### config.mk
export PLATFORM = sky130hd
export DESIGN_NAME = sprite_animation_sequencer_flat
export DESIGN_NICKNAME = d
export VERILOG_FILES = /design/src/rtl/sas_pkg.sv /design/src/rtl/sas_if.sv /design/src/rtl/sas_datapath.sv /design/src/rtl/sas_ctrl.sv /design/src/rtl/sprite_animation_sequencer.sv /design/src/flat_wrapper.sv
export SDC_FILE = /design/constraint.sdc
export NUM_CORES = 2
export LEC_CHECK = 0
export ABC_AREA = 0
export BUFFER_PORTS_ARGS = -buffer_cell sky130_fd_sc_hd__buf_2
export CORE_ASPECT_RATIO = 0.6
export CORE_MARGIN = 3
export CORE_UTILIZATION = 50
export CTS_BUF_LIST = sky130_fd_sc_hd__clkbuf_4
export CTS_CLUSTER_DIAMETER = 30
export DETAILED_ROUTE_END_ITERATION = 7
export GPL_TIMING_DRIVEN = 0
export HOLD_SLACK_MARGIN = 0.15
export PLACE_DENSITY_LB_ADDON = 0.08
export REMOVE_ABC_BUFFERS = 1
export SLEW_MARGIN = 5
export SYNTH_ARGS = -nofsm -noshare
export SYNTH_HDL_FRONTEND = slang
export SYNTH_SLANG_ARGS = --single-unit
### constraint.sdc
create_clock -name clk_i -period 11.5 [get_ports clk_i]
set_clock_uncertainty 0.2 [all_clocks]
set_input_delay 2.3 -clock clk_i [delete_from_list [all_inputs] [get_ports clk_i]]
set_output_delay 2.3 -clock clk_i [all_outputs]
set_load 0.05 [all_outputs]
### src/rtl/sas_pkg.sv
`timescale 1ns / 1ps
`default_nettype none

package sas_pkg;

  // Default build values
  localparam int unsigned MaxSignalsDef    = 16;
  localparam int unsigned MaxMarkersDef    = 8;
  localparam int unsigned DefaultPeriodDef = 83333;

  // Field widths
  localparam int unsigned OpW     = 3;
  localparam int unsigned DtW     = 24;
  localparam int unsigned MIdxW   = 3;
  localparam int unsigned FrameW  = 16;
  localparam int unsigned IdW     = 16;
  localparam int unsigned KindW   = 3;
  localparam int unsigned ShownW  = 17;
  localparam int unsigned LoopW   = 32;
  localparam int unsigned CfgIdxW = 3;
  localparam int unsigned CfgW    = 24;
  localparam int unsigned SpeedW  = 16;
  localparam int unsigned ElapW   = 32;
  localparam int unsigned ProdW   = DtW + SpeedW;
  localparam int unsigned DivW    = ProdW + 1;

  typedef enum logic [OpW-1:0] {
    OP_ADVANCE = 3'd0,
    OP_PLAY    = 3'd1,
    OP_PAUSE   = 3'd2,
    OP_RESUME  = 3'd3,
    OP_STOP    = 3'd4,
    OP_MARKER  = 3'd5
  } op_e;

  typedef enum logic [KindW-1:0] {
    KIND_STARTED  = 3'd0,
    KIND_EVENT    = 3'd1,
    KIND_LOOPED   = 3'd2,
    KIND_FINISHED = 3'd3,
    KIND_REPORT   = 3'd4
  } kind_e;

  typedef enum logic [CfgIdxW-1:0] {
    CFG_FRAME_COUNT  = 3'd0,
    CFG_FRAME_PERIOD = 3'd1,
    CFG_SPEED        = 3'd2,
    CFG_PING_PONG    = 3'd3,
    CFG_LOOPING      = 3'd4,
    CFG_FIRST_FRAME  = 3'd5,
    CFG_MARKER_COUNT = 3'd6,
    CFG_SIGNAL_CAP   = 3'd7
  } cfg_e;

  typedef enum logic [3:0] {
    ST_IDLE,
    ST_DECODE,
    ST_START,
    ST_SCAN,
    ST_CHECK,
    ST_LOAD,
    ST_DIV,
    ST_DIVEND,
    ST_WALK,
    ST_REPORT
  } state_e;

  // Controller to datapath
  typedef struct packed {
    logic  ld_in;
    logic  apply_op;
    logic  clr_start;
    logic  scan_clr;
    logic  scan_next;
    logic  mul_go;
    logic  div_init;
    logic  div_step;
    logic  div_done;
    logic  step_go;
    logic  emit_en;
    kind_e emit_kind;
  } ctrl_cmd_t;

  // Datapath to controller
  typedef struct packed {
    logic [OpW-1:0] opcode;
    logic           active;
    logic           start_pending;
    logic           adv_idle;
    logic           scan_done;
    logic           scan_match;
    logic           div_last;
    logic           steps_done;
    logic           step_fin;
    logic           step_loop;
    logic           slot_free;
  } ctrl_sts_t;

endpackage

`default_nettype wire

### src/rtl/sas_if.sv
`timescale 1ns / 1ps
`default_nettype none

// Command channel
interface sas_cmd_if;
  import sas_pkg::*;
  logic               valid;
  logic               ready;
  logic [OpW-1:0]     opcode;
  logic [DtW-1:0]     delta_time;
  logic [MIdxW-1:0]   marker_index;
  logic [FrameW-1:0]  marker_frame;
  logic [IdW-1:0]     marker_id;

  modport source (output valid, opcode, delta_time, marker_index, marker_frame, marker_id,
                  input ready);
  modport sink   (input valid, opcode, delta_time, marker_index, marker_frame, marker_id,
                  output ready);
endinterface

// Signal channel
interface sas_sig_if;
  import sas_pkg::*;
  logic              valid;
  logic              ready;
  logic [KindW-1:0]  signal_kind;
  logic [FrameW-1:0] signal_frame;
  logic [IdW-1:0]    signal_id;
  logic [ShownW-1:0] shown_frame;
  logic [LoopW-1:0]  loop_count;
  logic              is_playing;
  logic              is_finished;
  logic              last;

  modport source (output valid, signal_kind, signal_frame, signal_id, shown_frame, loop_count,
                  is_playing, is_finished, last, input ready);
  modport sink   (input valid, signal_kind, signal_frame, signal_id, shown_frame, loop_count,
                  is_playing, is_finished, last, output ready);
endinterface

`default_nettype wire

### src/rtl/sas_datapath.sv
`timescale 1ns / 1ps
`default_nettype none

module sas_datapath #(
  parameter int unsigned MaxSignals    = sas_pkg::MaxSignalsDef,
  parameter int unsigned MaxMarkers    = sas_pkg::MaxMarkersDef,
  parameter int unsigned DefaultPeriod = sas_pkg::DefaultPeriodDef
) (
  input  wire logic                          clk_i,
  input  wire logic                          rst_ni,
  input  wire logic                          cfg_we_i,
  input  wire logic [sas_pkg::CfgIdxW-1:0]   cfg_idx_i,
  input  wire logic [sas_pkg::CfgW-1:0]      cfg_data_i,
  input  wire logic [sas_pkg::OpW-1:0]       opcode_i,
  input  wire logic [sas_pkg::DtW-1:0]       delta_time_i,
  input  wire logic [sas_pkg::MIdxW-1:0]     marker_index_i,
  input  wire logic [sas_pkg::FrameW-1:0]    marker_frame_i,
  input  wire logic [sas_pkg::IdW-1:0]       marker_id_i,
  input  wire sas_pkg::ctrl_cmd_t            cmd_i,
  output sas_pkg::ctrl_sts_t                 sts_o,
  output logic                               out_valid_o,
  input  wire logic                          out_ready_i,
  output logic [sas_pkg::KindW-1:0]          signal_kind_o,
  output logic [sas_pkg::FrameW-1:0]         signal_frame_o,
  output logic [sas_pkg::IdW-1:0]            signal_id_o,
  output logic [sas_pkg::ShownW-1:0]         shown_frame_o,
  output logic [sas_pkg::LoopW-1:0]          loop_count_o,
  output logic                               is_playing_o,
  output logic                               is_finished_o,
  output logic                               last_o
);
  import sas_pkg::*;

  localparam int unsigned SCW = $clog2(MaxSignals + 1);
  localparam int unsigned MCW = $clog2(MaxMarkers + 1);
  localparam int unsigned MIW = (MaxMarkers > 1) ? $clog2(MaxMarkers) : 1;

  // Configuration registers
  logic [FrameW-1:0] fc_q, ff_q;
  logic [CfgW-1:0]   period_q;
  logic [SpeedW-1:0] speed_q;
  logic              pp_q, loop_en_q;
  logic [7:0]        mc_q;
  logic [4:0]        cap_q;

  always_ff @(posedge clk_i or negedge rst_ni) begin
    if (!rst_ni) begin
      fc_q      <= '0;
      period_q  <= '0;
      speed_q   <= 16'd256;
      pp_q      <= 1'b0;
      loop_en_q <= 1'b0;
      ff_q      <= '0;
      mc_q      <= '0;
      cap_q     <= 5'd16;
    end else if (cfg_we_i) begin
      case (cfg_e'(cfg_idx_i))
        CFG_FRAME_COUNT:  fc_q      <= cfg_data_i[FrameW-1:0];
        CFG_FRAME_PERIOD: period_q  <= cfg_data_i;
        CFG_SPEED:        speed_q   <= cfg_data_i[SpeedW-1:0];
        CFG_PING_PONG:    pp_q      <= cfg_data_i[0];
        CFG_LOOPING:      loop_en_q <= cfg_data_i[0];
        CFG_FIRST_FRAME:  ff_q      <= cfg_data_i[FrameW-1:0];
        CFG_MARKER_COUNT: mc_q      <= cfg_data_i[7:0];
        CFG_SIGNAL_CAP:   cap_q     <= cfg_data_i[4:0];
        default: ;
      endcase
    end
  end

  // Latched command item
  logic [OpW-1:0]    op_q;
  logic [DtW-1:0]    dt_q;
  logic [MIdxW-1:0]  midx_q;
  logic [FrameW-1:0] mfr_q;
  logic [IdW-1:0]    mid_q;

  always_ff @(posedge clk_i) begin
    if (cmd_i.ld_in) begin
      op_q   <= opcode_i;
      dt_q   <= delta_time_i;
      midx_q <= marker_index_i;
      mfr_q  <= marker_frame_i;
      mid_q  <= marker_id_i;
    end
  end

  // Marker table, frame in the low half and id in the high half
  logic [31:0] mtab_q [MaxMarkers];

  always_ff @(posedge clk_i or negedge rst_ni) begin
    if (!rst_ni) begin
      for (int i = 0; i < MaxMarkers; i++) mtab_q[i] <= '0;
    end else if (cmd_i.apply_op && op_e'(op_q) == OP_MARKER) begin
      for (int i = 0; i < MaxMarkers; i++) begin
        if ({29'd0, midx_q} == 32'(i)) mtab_q[i] <= {mid_q, mfr_q};
      end
    end
  end

  // Animator state
  logic [FrameW-1:0] pos_q;
  logic              rev_q, playing_q, done_q, startp_q, active_q;
  logic [LoopW-1:0]  loops_q;
  logic [ElapW-1:0]  elapsed_q;

  // Step logic
  logic [FrameW:0]   pos_inc;
  logic              at_end;
  logic [FrameW-1:0] pos_n;
  logic              rev_n, loop_inc, step_fin, step_loop;

  always_comb begin
    pos_inc   = {1'b0, pos_q} + 17'd1;
    at_end    = pos_inc >= {1'b0, fc_q};
    pos_n     = pos_q;
    rev_n     = rev_q;
    loop_inc  = 1'b0;
    step_fin  = 1'b0;
    step_loop = 1'b0;
    if (pp_q) begin
      if (rev_q) begin
        if (pos_q == '0) begin
          rev_n     = 1'b0;
          loop_inc  = 1'b1;
          step_fin  = !loop_en_q;
          step_loop = loop_en_q;
        end else begin
          pos_n = pos_q - 16'd1;
        end
      end else if (at_end) begin
        rev_n = 1'b1;
        if (pos_q != '0) pos_n = pos_q - 16'd1;
      end else begin
        pos_n = pos_inc[FrameW-1:0];
      end
    end else if (at_end) begin
      if (!loop_en_q) begin
        step_fin = 1'b1;
      end else begin
        pos_n     = '0;
        loop_inc  = 1'b1;
        step_loop = 1'b1;
      end
    end else begin
      pos_n = pos_inc[FrameW-1:0];
    end
  end

  // Multiply, divide and step counting
  logic [ProdW-1:0]  prod_q;
  logic [DivW-1:0]   dvd_q, quo_q;
  logic [ElapW-1:0]  rem_q;
  logic [5:0]        dcnt_q;
  logic [SCW-1:0]    pend_q, stepc_q;
  logic [ElapW-1:0]  unit_w;
  logic [ElapW+1:0]  trial;
  logic [DivW-1:0]   sum_w;
  logic [SCW-1:0]    capped;

  assign unit_w = {(period_q != '0) ? period_q : CfgW'(DefaultPeriod), 8'h00};
  assign trial  = {1'b0, rem_q, dvd_q[DivW-1]} - {2'b00, unit_w};
  assign sum_w  = DivW'(elapsed_q) + DivW'(prod_q);
  assign capped = (quo_q > DivW'(MaxSignals)) ? SCW'(MaxSignals) : quo_q[SCW-1:0];

  always_ff @(posedge clk_i) begin
    if (cmd_i.mul_go) prod_q <= ProdW'(dt_q) * ProdW'(speed_q);
    if (cmd_i.div_init) begin
      dvd_q  <= sum_w;
      rem_q  <= '0;
      quo_q  <= '0;
      dcnt_q <= '0;
    end else if (cmd_i.div_step) begin
      dvd_q  <= {dvd_q[DivW-2:0], 1'b0};
      dcnt_q <= dcnt_q + 6'd1;
      if (!trial[ElapW+1]) begin
        rem_q <= trial[ElapW-1:0];
        quo_q <= {quo_q[DivW-2:0], 1'b1};
      end else begin
        rem_q <= {rem_q[ElapW-2:0], dvd_q[DivW-1]};
        quo_q <= {quo_q[DivW-2:0], 1'b0};
      end
    end
  end

  // Animator state update
  always_ff @(posedge clk_i or negedge rst_ni) begin
    if (!rst_ni) begin
      pos_q     <= '0;
      rev_q     <= 1'b0;
      playing_q <= 1'b0;
      done_q    <= 1'b0;
      startp_q  <= 1'b0;
      active_q  <= 1'b0;
      loops_q   <= '0;
      elapsed_q <= '0;
      pend_q    <= '0;
      stepc_q   <= '0;
    end else begin
      if (cmd_i.apply_op) begin
        case (op_e'(op_q))
          OP_PLAY, OP_STOP: begin
            pos_q     <= '0;
            rev_q     <= 1'b0;
            done_q    <= 1'b0;
            loops_q   <= '0;
            elapsed_q <= '0;
            playing_q <= op_e'(op_q) == OP_PLAY;
            startp_q  <= op_e'(op_q) == OP_PLAY;
            active_q  <= op_e'(op_q) == OP_PLAY;
          end
          OP_PAUSE:  playing_q <= 1'b0;
          OP_RESUME: if (active_q && !done_q) playing_q <= 1'b1;
          default: ;
        endcase
      end
      if (cmd_i.clr_start) startp_q <= 1'b0;
      if (cmd_i.div_done) begin
        elapsed_q <= rem_q;
        pend_q    <= capped;
        stepc_q   <= '0;
      end
      if (cmd_i.step_go) begin
        stepc_q <= stepc_q + SCW'(1);
        pos_q   <= pos_n;
        rev_q   <= rev_n;
        if (loop_inc) loops_q <= loops_q + 32'd1;
        if (step_fin) begin
          playing_q <= 1'b0;
          done_q    <= 1'b1;
        end
      end
    end
  end

  // Marker scan
  logic [MCW-1:0] sidx_q;
  logic [7:0]     n_w;
  logic [31:0]    entry;

  assign n_w   = (mc_q < 8'(MaxMarkers)) ? mc_q : 8'(MaxMarkers);
  assign entry = mtab_q[sidx_q[MIW-1:0]];

  always_ff @(posedge clk_i or negedge rst_ni) begin
    if (!rst_ni) begin
      sidx_q <= '0;
    end else if (cmd_i.scan_clr) begin
      sidx_q <= '0;
    end else if (cmd_i.scan_next) begin
      sidx_q <= sidx_q + MCW'(1);
    end
  end

  // Output slot and per-command signal count
  logic [SCW-1:0] ocnt_q;
  logic [7:0]     lim8;
  logic           room, load, is_rep;

  assign lim8   = (8'(cap_q) < 8'(MaxSignals)) ? 8'(cap_q) : 8'(MaxSignals);
  assign room   = 8'(ocnt_q) < lim8;
  assign is_rep = cmd_i.emit_kind == KIND_REPORT;
  assign load   = cmd_i.emit_en && (is_rep || room);

  always_ff @(posedge clk_i or negedge rst_ni) begin
    if (!rst_ni) begin
      ocnt_q      <= '0;
      out_valid_o <= 1'b0;
    end else begin
      if (cmd_i.ld_in) ocnt_q <= '0;
      else if (load && !is_rep) ocnt_q <= ocnt_q + SCW'(1);
      if (load) out_valid_o <= 1'b1;
      else if (out_ready_i) out_valid_o <= 1'b0;
    end
  end

  always_ff @(posedge clk_i) begin
    if (load) begin
      signal_kind_o  <= cmd_i.emit_kind;
      signal_id_o    <= (cmd_i.emit_kind == KIND_EVENT) ? entry[31:16] : '0;
      shown_frame_o  <= '0;
      loop_count_o   <= '0;
      is_playing_o   <= 1'b0;
      is_finished_o  <= 1'b0;
      last_o         <= 1'b0;
      case (cmd_i.emit_kind)
        KIND_STARTED, KIND_LOOPED: signal_frame_o <= '0;
        default:                   signal_frame_o <= pos_q;
      endcase
      if (is_rep) begin
        shown_frame_o <= active_q ? (ShownW'(ff_q) + ShownW'(pos_q)) : '0;
        loop_count_o  <= loops_q;
        is_playing_o  <= playing_q;
        is_finished_o <= done_q;
        last_o        <= 1'b1;
      end
    end
  end

  // Status
  always_comb begin
    sts_o.opcode        = op_q;
    sts_o.active        = active_q;
    sts_o.start_pending = startp_q;
    sts_o.adv_idle      = !playing_q || done_q || fc_q == '0;
    sts_o.scan_done     = 8'(sidx_q) >= n_w;
    sts_o.scan_match    = entry[15:0] == pos_q;
    sts_o.div_last      = dcnt_q == 6'(DivW - 1);
    sts_o.steps_done    = stepc_q == pend_q;
    sts_o.step_fin      = step_fin;
    sts_o.step_loop     = step_loop;
    sts_o.slot_free     = !out_valid_o || out_ready_i;
  end

endmodule

`default_nettype wire

### src/rtl/sas_ctrl.sv
`timescale 1ns / 1ps
`default_nettype none

module sas_ctrl (
  input  wire logic               clk_i,
  input  wire logic               rst_ni,
  input  wire logic               in_valid_i,
  output logic                    in_ready_o,
  input  wire sas_pkg::ctrl_sts_t sts_i,
  output sas_pkg::ctrl_cmd_t      cmd_o
);
  import sas_pkg::*;

  state_e state_q, state_d;
  logic   from_start_q, from_start_d;

  always_ff @(posedge clk_i or negedge rst_ni) begin
    if (!rst_ni) begin
      state_q      <= ST_IDLE;
      from_start_q <= 1'b0;
    end else begin
      state_q      <= state_d;
      from_start_q <= from_start_d;
    end
  end

  // Next state and commands
  always_comb begin
    state_d      = state_q;
    from_start_d = from_start_q;
    in_ready_o   = 1'b0;
    cmd_o        = '0;
    cmd_o.emit_kind = KIND_REPORT;
    case (state_q)
      ST_IDLE: begin
        in_ready_o = 1'b1;
        if (in_valid_i) begin
          cmd_o.ld_in = 1'b1;
          state_d     = ST_DECODE;
        end
      end
      ST_DECODE: begin
        if (op_e'(sts_i.opcode) == OP_ADVANCE) begin
          if (!sts_i.active) state_d = ST_REPORT;
          else if (sts_i.start_pending) state_d = ST_START;
          else state_d = ST_CHECK;
        end else begin
          cmd_o.apply_op = 1'b1;
          state_d        = ST_REPORT;
        end
      end
      ST_START: begin
        if (sts_i.slot_free) begin
          cmd_o.clr_start = 1'b1;
          cmd_o.emit_en   = 1'b1;
          cmd_o.emit_kind = KIND_STARTED;
          cmd_o.scan_clr  = 1'b1;
          from_start_d    = 1'b1;
          state_d         = ST_SCAN;
        end
      end
      ST_SCAN: begin
        if (sts_i.scan_done) begin
          state_d = from_start_q ? ST_CHECK : ST_WALK;
        end else if (!sts_i.scan_match) begin
          cmd_o.scan_next = 1'b1;
        end else if (sts_i.slot_free) begin
          cmd_o.emit_en   = 1'b1;
          cmd_o.emit_kind = KIND_EVENT;
          cmd_o.scan_next = 1'b1;
        end
      end
      ST_CHECK: begin
        if (sts_i.adv_idle) begin
          state_d = ST_REPORT;
        end else begin
          cmd_o.mul_go = 1'b1;
          state_d      = ST_LOAD;
        end
      end
      ST_LOAD: begin
        cmd_o.div_init = 1'b1;
        state_d        = ST_DIV;
      end
      ST_DIV: begin
        cmd_o.div_step = 1'b1;
        if (sts_i.div_last) state_d = ST_DIVEND;
      end
      ST_DIVEND: begin
        cmd_o.div_done = 1'b1;
        state_d        = ST_WALK;
      end
      ST_WALK: begin
        if (sts_i.steps_done) begin
          state_d = ST_REPORT;
        end else if (sts_i.slot_free) begin
          cmd_o.step_go = 1'b1;
          if (sts_i.step_fin) begin
            cmd_o.emit_en   = 1'b1;
            cmd_o.emit_kind = KIND_FINISHED;
            state_d         = ST_REPORT;
          end else begin
            cmd_o.emit_en   = sts_i.step_loop;
            cmd_o.emit_kind = KIND_LOOPED;
            cmd_o.scan_clr  = 1'b1;
            from_start_d    = 1'b0;
            state_d         = ST_SCAN;
          end
        end
      end
      ST_REPORT: begin
        if (sts_i.slot_free) begin
          cmd_o.emit_en   = 1'b1;
          cmd_o.emit_kind = KIND_REPORT;
          state_d         = ST_IDLE;
        end
      end
      default: state_d = ST_IDLE;
    endcase
  end

endmodule

`default_nettype wire

### src/rtl/sprite_animation_sequencer.sv
`timescale 1ns / 1ps
`default_nettype none

// Channel  Port        Dir  Carries
// command  cmd_i       in   opcode, delta_time, marker_index/frame/id
// signal   sig_o       out  signal kind/frame/id, report fields, last
// config   cfg_*_i     in   register index and write data
//
// One command at a time. A non-advance command is applied in the decode
// state and then loads its report in the report state. An advance runs the
// multiply, the divider load and the 41-step restoring divider before any
// frame step; the marker scan after the start and after each step that does
// not finish checks one entry at a time. Reset is asynchronous; the marker
// table clears at once. A stalled signal output holds the sequencer
// wherever it next needs to emit.

module sprite_animation_sequencer #(
  parameter int unsigned MaxSignals    = sas_pkg::MaxSignalsDef,
  parameter int unsigned MaxMarkers    = sas_pkg::MaxMarkersDef,
  parameter int unsigned DefaultPeriod = sas_pkg::DefaultPeriodDef
) (
  input  wire logic                        clk_i,
  input  wire logic                        rst_ni,
  input  wire logic                        cfg_we_i,
  input  wire logic [sas_pkg::CfgIdxW-1:0] cfg_idx_i,
  input  wire logic [sas_pkg::CfgW-1:0]    cfg_data_i,
  sas_cmd_if.sink                          cmd_i,
  sas_sig_if.source                        sig_o
);
  import sas_pkg::*;

  ctrl_cmd_t cmd;
  ctrl_sts_t sts;

  sas_ctrl u_ctrl (
    .clk_i      (clk_i),
    .rst_ni     (rst_ni),
    .in_valid_i (cmd_i.valid),
    .in_ready_o (cmd_i.ready),
    .sts_i      (sts),
    .cmd_o      (cmd)
  );

  sas_datapath #(
    .MaxSignals    (MaxSignals),
    .MaxMarkers    (MaxMarkers),
    .DefaultPeriod (DefaultPeriod)
  ) u_dp (
    .clk_i          (clk_i),
    .rst_ni         (rst_ni),
    .cfg_we_i       (cfg_we_i),
    .cfg_idx_i      (cfg_idx_i),
    .cfg_data_i     (cfg_data_i),
    .opcode_i       (cmd_i.opcode),
    .delta_time_i   (cmd_i.delta_time),
    .marker_index_i (cmd_i.marker_index),
    .marker_frame_i (cmd_i.marker_frame),
    .marker_id_i    (cmd_i.marker_id),
    .cmd_i          (cmd),
    .sts_o          (sts),
    .out_valid_o    (sig_o.valid),
    .out_ready_i    (sig_o.ready),
    .signal_kind_o  (sig_o.signal_kind),
    .signal_frame_o (sig_o.signal_frame),
    .signal_id_o    (sig_o.signal_id),
    .shown_frame_o  (sig_o.shown_frame),
    .loop_count_o   (sig_o.loop_count),
    .is_playing_o   (sig_o.is_playing),
    .is_finished_o  (sig_o.is_finished),
    .last_o         (sig_o.last)
  );

endmodule

`default_nettype wire

### src/flat_wrapper.sv
// flat-port wrapper written by rule: the top's interface ports become plain ports
module sprite_animation_sequencer_flat import sas_pkg::*;
#(
  parameter int unsigned MaxSignals    = sas_pkg::MaxSignalsDef,
  parameter int unsigned MaxMarkers    = sas_pkg::MaxMarkersDef,
  parameter int unsigned DefaultPeriod = sas_pkg::DefaultPeriodDef
)
  (clk_i, rst_ni, cfg_we_i, cfg_idx_i, cfg_data_i, cmd_i_valid, cmd_i_opcode, cmd_i_delta_time, cmd_i_marker_index, cmd_i_marker_frame, cmd_i_marker_id, cmd_i_ready, sig_o_valid, sig_o_signal_kind, sig_o_signal_frame, sig_o_signal_id, sig_o_shown_frame, sig_o_loop_count, sig_o_is_playing, sig_o_is_finished, sig_o_last, sig_o_ready);
  sas_cmd_if cmd_i_i ();
  sas_sig_if sig_o_i ();
  input  wire logic clk_i;
  input  wire logic rst_ni;
  input  wire logic cfg_we_i;
  input  wire logic [sas_pkg::CfgIdxW-1:0] cfg_idx_i;
  input  wire logic [sas_pkg::CfgW-1:0] cfg_data_i;
  input wire logic [$bits(cmd_i_i.valid)-1:0] cmd_i_valid;
  input wire logic [$bits(cmd_i_i.opcode)-1:0] cmd_i_opcode;
  input wire logic [$bits(cmd_i_i.delta_time)-1:0] cmd_i_delta_time;
  input wire logic [$bits(cmd_i_i.marker_index)-1:0] cmd_i_marker_index;
  input wire logic [$bits(cmd_i_i.marker_frame)-1:0] cmd_i_marker_frame;
  input wire logic [$bits(cmd_i_i.marker_id)-1:0] cmd_i_marker_id;
  output wire logic [$bits(cmd_i_i.ready)-1:0] cmd_i_ready;
  output wire logic [$bits(sig_o_i.valid)-1:0] sig_o_valid;
  output wire logic [$bits(sig_o_i.signal_kind)-1:0] sig_o_signal_kind;
  output wire logic [$bits(sig_o_i.signal_frame)-1:0] sig_o_signal_frame;
  output wire logic [$bits(sig_o_i.signal_id)-1:0] sig_o_signal_id;
  output wire logic [$bits(sig_o_i.shown_frame)-1:0] sig_o_shown_frame;
  output wire logic [$bits(sig_o_i.loop_count)-1:0] sig_o_loop_count;
  output wire logic [$bits(sig_o_i.is_playing)-1:0] sig_o_is_playing;
  output wire logic [$bits(sig_o_i.is_finished)-1:0] sig_o_is_finished;
  output wire logic [$bits(sig_o_i.last)-1:0] sig_o_last;
  input wire logic [$bits(sig_o_i.ready)-1:0] sig_o_ready;
  assign cmd_i_i.valid = cmd_i_valid;
  assign cmd_i_i.opcode = cmd_i_opcode;
  assign cmd_i_i.delta_time = cmd_i_delta_time;
  assign cmd_i_i.marker_index = cmd_i_marker_index;
  assign cmd_i_i.marker_frame = cmd_i_marker_frame;
  assign cmd_i_i.marker_id = cmd_i_marker_id;
  assign cmd_i_ready = cmd_i_i.ready;
  assign sig_o_valid = sig_o_i.valid;
  assign sig_o_signal_kind = sig_o_i.signal_kind;
  assign sig_o_signal_frame = sig_o_i.signal_frame;
  assign sig_o_signal_id = sig_o_i.signal_id;
  assign sig_o_shown_frame = sig_o_i.shown_frame;
  assign sig_o_loop_count = sig_o_i.loop_count;
  assign sig_o_is_playing = sig_o_i.is_playing;
  assign sig_o_is_finished = sig_o_i.is_finished;
  assign sig_o_last = sig_o_i.last;
  assign sig_o_i.ready = sig_o_ready;
  sprite_animation_sequencer #(.MaxSignals(MaxSignals), .MaxMarkers(MaxMarkers), .DefaultPeriod(DefaultPeriod)) u_core (.clk_i(clk_i), .rst_ni(rst_ni), .cfg_we_i(cfg_we_i), .cfg_idx_i(cfg_idx_i), .cfg_data_i(cfg_data_i), .cmd_i(cmd_i_i), .sig_o(sig_o_i));
endmodule
==> impl_metrics.csv <==
group,metric,value,unit
grt,global_route.usage.total,24.6,%
die,die-width,407,um
timing,fmaxAchievable,126,MHz
layout,final_cells,6137,
yosys,synthDistinctLibCells,93,
grt,grt_pass1_vias,33100,
cts,htree_levels,4,
cts,tritoncts_num_sinks,762,
detailed_routing,finalWirelength,122,mm
timing,timing.final.setup_violations,0,
cts,cts-resized-gates,0,
yosys,synthesis.area,48300,um^2
yosys,synth_area_per_inst,10.8,um^2
cts,clock-root-buffer,"clkbuf_4",
yosys,postSynth.asyncResetShare,59.4,%
placement,place_worst_setup_slack,3610,ps
timing,timing.final.hold_violations,0,
status,run_status,"finished clean",
timing,transition_at_the_pin_with_the_smallest_max_transition_slack,1370,ps
cts,number_of_buffers_created_by_cts,186,
cts,cts_setup_buffers,0,
timing,min_period,7930,ps
layout,final_layout_size_suffix_gt1_share,20.2,%
run,maxCapViolations,0,
detailed_routing,drt_iter0_markers,2716,
critical_path,crit_path_start_kind,"register",
yosys,yosys.area_share.adder,18.4,%
cts,cts_hold_buf,0,
timing,worst_slew_margin,8.32,%
die,row_count,87,
layout,post_layout_nets,5298,
grt,grt_pass1_wl,193,mm
cts,cts_tree,"done",
critical_path,worst-endpoint-arrival,8570,ps
critical_path,criticalPathCategory,"reg -> reg",
placement,place_congestion,0.874,
critical_path,cp_data_required_time,12140,ps
timing,final.period_utilization,68.9,%
critical_path,highest_cell_delay_on_the_worst_timing_path,1140,ps
yosys,synth_compound_area_share,8.89,%
cts,clock_latency,1100,ps
detailed_routing,vias_per_cell,5.55,
die,design.portCount,183,
critical_path,critical_path.endpoint_type,"register",
yosys,synth_xor_area_share,2.37,%
cts,clock_tree.buffer_depth,3,
placement,hpwlAfterDp,88.1,mm
grt,grt_start_max_net_pins,114,
worst_hold_path,hold_path_class,"reg -> reg",
detailed_routing,drc,0,
timing,setup_ws,3570,ps
grt,number_of_antenna_violations_at_the_first_check_in_global_routing,18,
cts,clk_pin_slew,70,ps
yosys,synthMuxAreaShare,11.3,%
yosys,predominant_post_synthesis_flop_cell,"dfrtp_1",
critical_path,most_frequent_cell_on_critical_path,"fa_1",
yosys,synth_enable_flop_cells,230,
die,starting_density,50.9,%
detailed_routing,via_count,34000,
placement,io_buffer_count,182,
critical_path,critical_path.cell_chain,"nand2_1 -> fa_1 -> inv_1 -> fa_1 -> inv_1 -> fa_1 -> inv_1 -> fa_1 -> fa_1 -> inv_1 -> fa_1 -> inv_1 -> ha_1 -> and4_1 -> and4_1 -> nand3_1 -> a21oi_1 -> a31oi_1 -> o21ai_0 -> o31ai_1 -> o311ai_0",
timing,rsz_0062_raised_after_global_routing,"false",
yosys,synth_sequential_area_ratio,41.0,%
detailed_routing,drt.antenna.violating_nets,0,
yosys,synthesis.instances,4473,
detailed_routing,dr.pass1.iters,6,
timing,totalNegativeSetupSlack,0,ps
timing,pins_over_slew_limit,0,
die,fp.coreArea,94900,um^2
yosys,synth.yosys.warnings,0,
yosys,largest_family_of_logic_cells_by_synthesized_area,"adder cells",
grt,globalRouteOverflowTotal,0,
yosys,postSynthRegisterBits,762,
detailed_routing,wire_per_inst,19.8,um
critical_path,crit_path_top_delay_cell,"dfrtp_1",
layout,syn2layout_area_growth,10.8,%
yosys,synthSimpleGateAreaFrac,12.8,%
critical_path,path_max_fanout,25,
die,die_h,247,um
placement,dp_cells,5781,
die,design.die.area,101000,um^2
metrics by stage:
stage	area (um^2)	util, %	hold slack [ps]
floorplan	47500	-	236
global placement	50000	52.7	244
detailed placement	51000	53.8	250
CTS	53500	56.4	242
global route	53500	56.4	272
finish	53500	56.4	256
worst max-delay path: cells and delay by family (launching register included):
| kind | cells | cell delay, ps |
|---|---|---|
| simple gates | 4 | 920 |
| fa+ha+maj | 7 | 3480 |
| compound gates | 5 | 1700 |
| buf+inv | 5 | 260 |
| flops | 1 | 1140 |
kinds of logic (layout without fill, tap and decap cells):
family                   count (synthesis)  after routing
AND/OR/NAND/NOR                       1283           1283
flip-flops                             762            762
AO/OA/AOI/OAI                          686            686
buffers and inverters                  656           1020
adder cells (fa/ha/maj)                525            525
multiplexers                           430            430
XOR/XNOR                               131            131
other                                    0             10
routing by layer:
metal	vias to the layer above	wire (um)	GRT usage, %
met1	17000	62400	39.5
li1	15900	-	-
met5	-	20	0
met4	2	2430	7.37
met2	1015	48100	32.6
met3	170	8700	5.25
cells in the final DEF (no fill, tap or decap), types with 30 or more instances in the layout:
cell	n
a21o_1	51
a21oi_1	198
and2_1	215
buf_2	181
clkbuf_4	286
clkinv_1	38
dfrtp_1	448
dfxtp_1	79
edfxtp_1	230
fa_1	309
ha_1	216
inv_1	439
mux2_2	313
mux2i_1	54
mux4_2	63
nand2_1	612
nand3_1	77
nor2_1	117
nor3_1	35
nor4_1	30
o21ai_0	194
xnor2_1	77
xor2_1	54
state kept, by name, indices dropped and copies added (netlist names), 17 cells and up:
register	count
u_core.u_dp.dt_q	24
u_core.u_dp.dvd_q	41
u_core.u_dp.elapsed_q	32
u_core.u_dp.loop_count_o	32
u_core.u_dp.loops_q	32
u_core.u_dp.mtab_q	256
u_core.u_dp.period_q	24
u_core.u_dp.prod_q	40
u_core.u_dp.quo_q	41
u_core.u_dp.rem_q	32
u_core.u_dp.shown_frame_o	17
path summary, 6_finish.rpt:
kind                                              from                       to  slack [ps]  depth (start not counted)
min in group asynchronous                       rst_ni   u_core.u_dp.mtab_q[60]         930                          1
worst min register to register   u_core.u_dp.quo_q[40]    u_core.u_dp.quo_q[40]         260                          2
worst min-delay path             u_core.u_dp.quo_q[40]    u_core.u_dp.quo_q[40]         260                          2
max in group asynchronous                       rst_ni  u_core.u_dp.loops_q[20]        8270                          4
worst max register to register  u_core.u_dp.speed_q[9]   u_core.u_dp.prod_q[38]        3570                         21
worst max-delay path            u_core.u_dp.speed_q[9]   u_core.u_dp.prod_q[38]        3570                         21
synthesized netlist by cell type, types with 79 or more instances:
master    instances  area (um^2)
dfxtp_1          79         1580
nand3_1          79          395
dfrtp_1         451        11300
mux2_2          313         3520
a21oi_1         198          991
nand2_1         615         2310
clkbuf_1        176          661
fa_1            309         6190
edfxtp_1        230         6910
nor2_1          120          450
and2_1          218         1360
inv_1           440         1650
ha_1            216         2700
o21ai_0         194          971
final cells by class:
type | instances | area [um^2]
Multi-Input combinational cell | 3055 | 26100
Fill cell | 8444 | 41400
Timing Repair Buffer | 231 | 1770
Sequential cell | 762 | 19800
Clock buffer | 286 | 2150
Antenna cell | 10 | 25.0
Clock inverter | 60 | 354
Tap cell | 1290 | 1610
Inverter | 443 | 1660
Power is not shown: default switching activity piles up to over one toggle a cycle in this logic, so the estimate is an artifact.
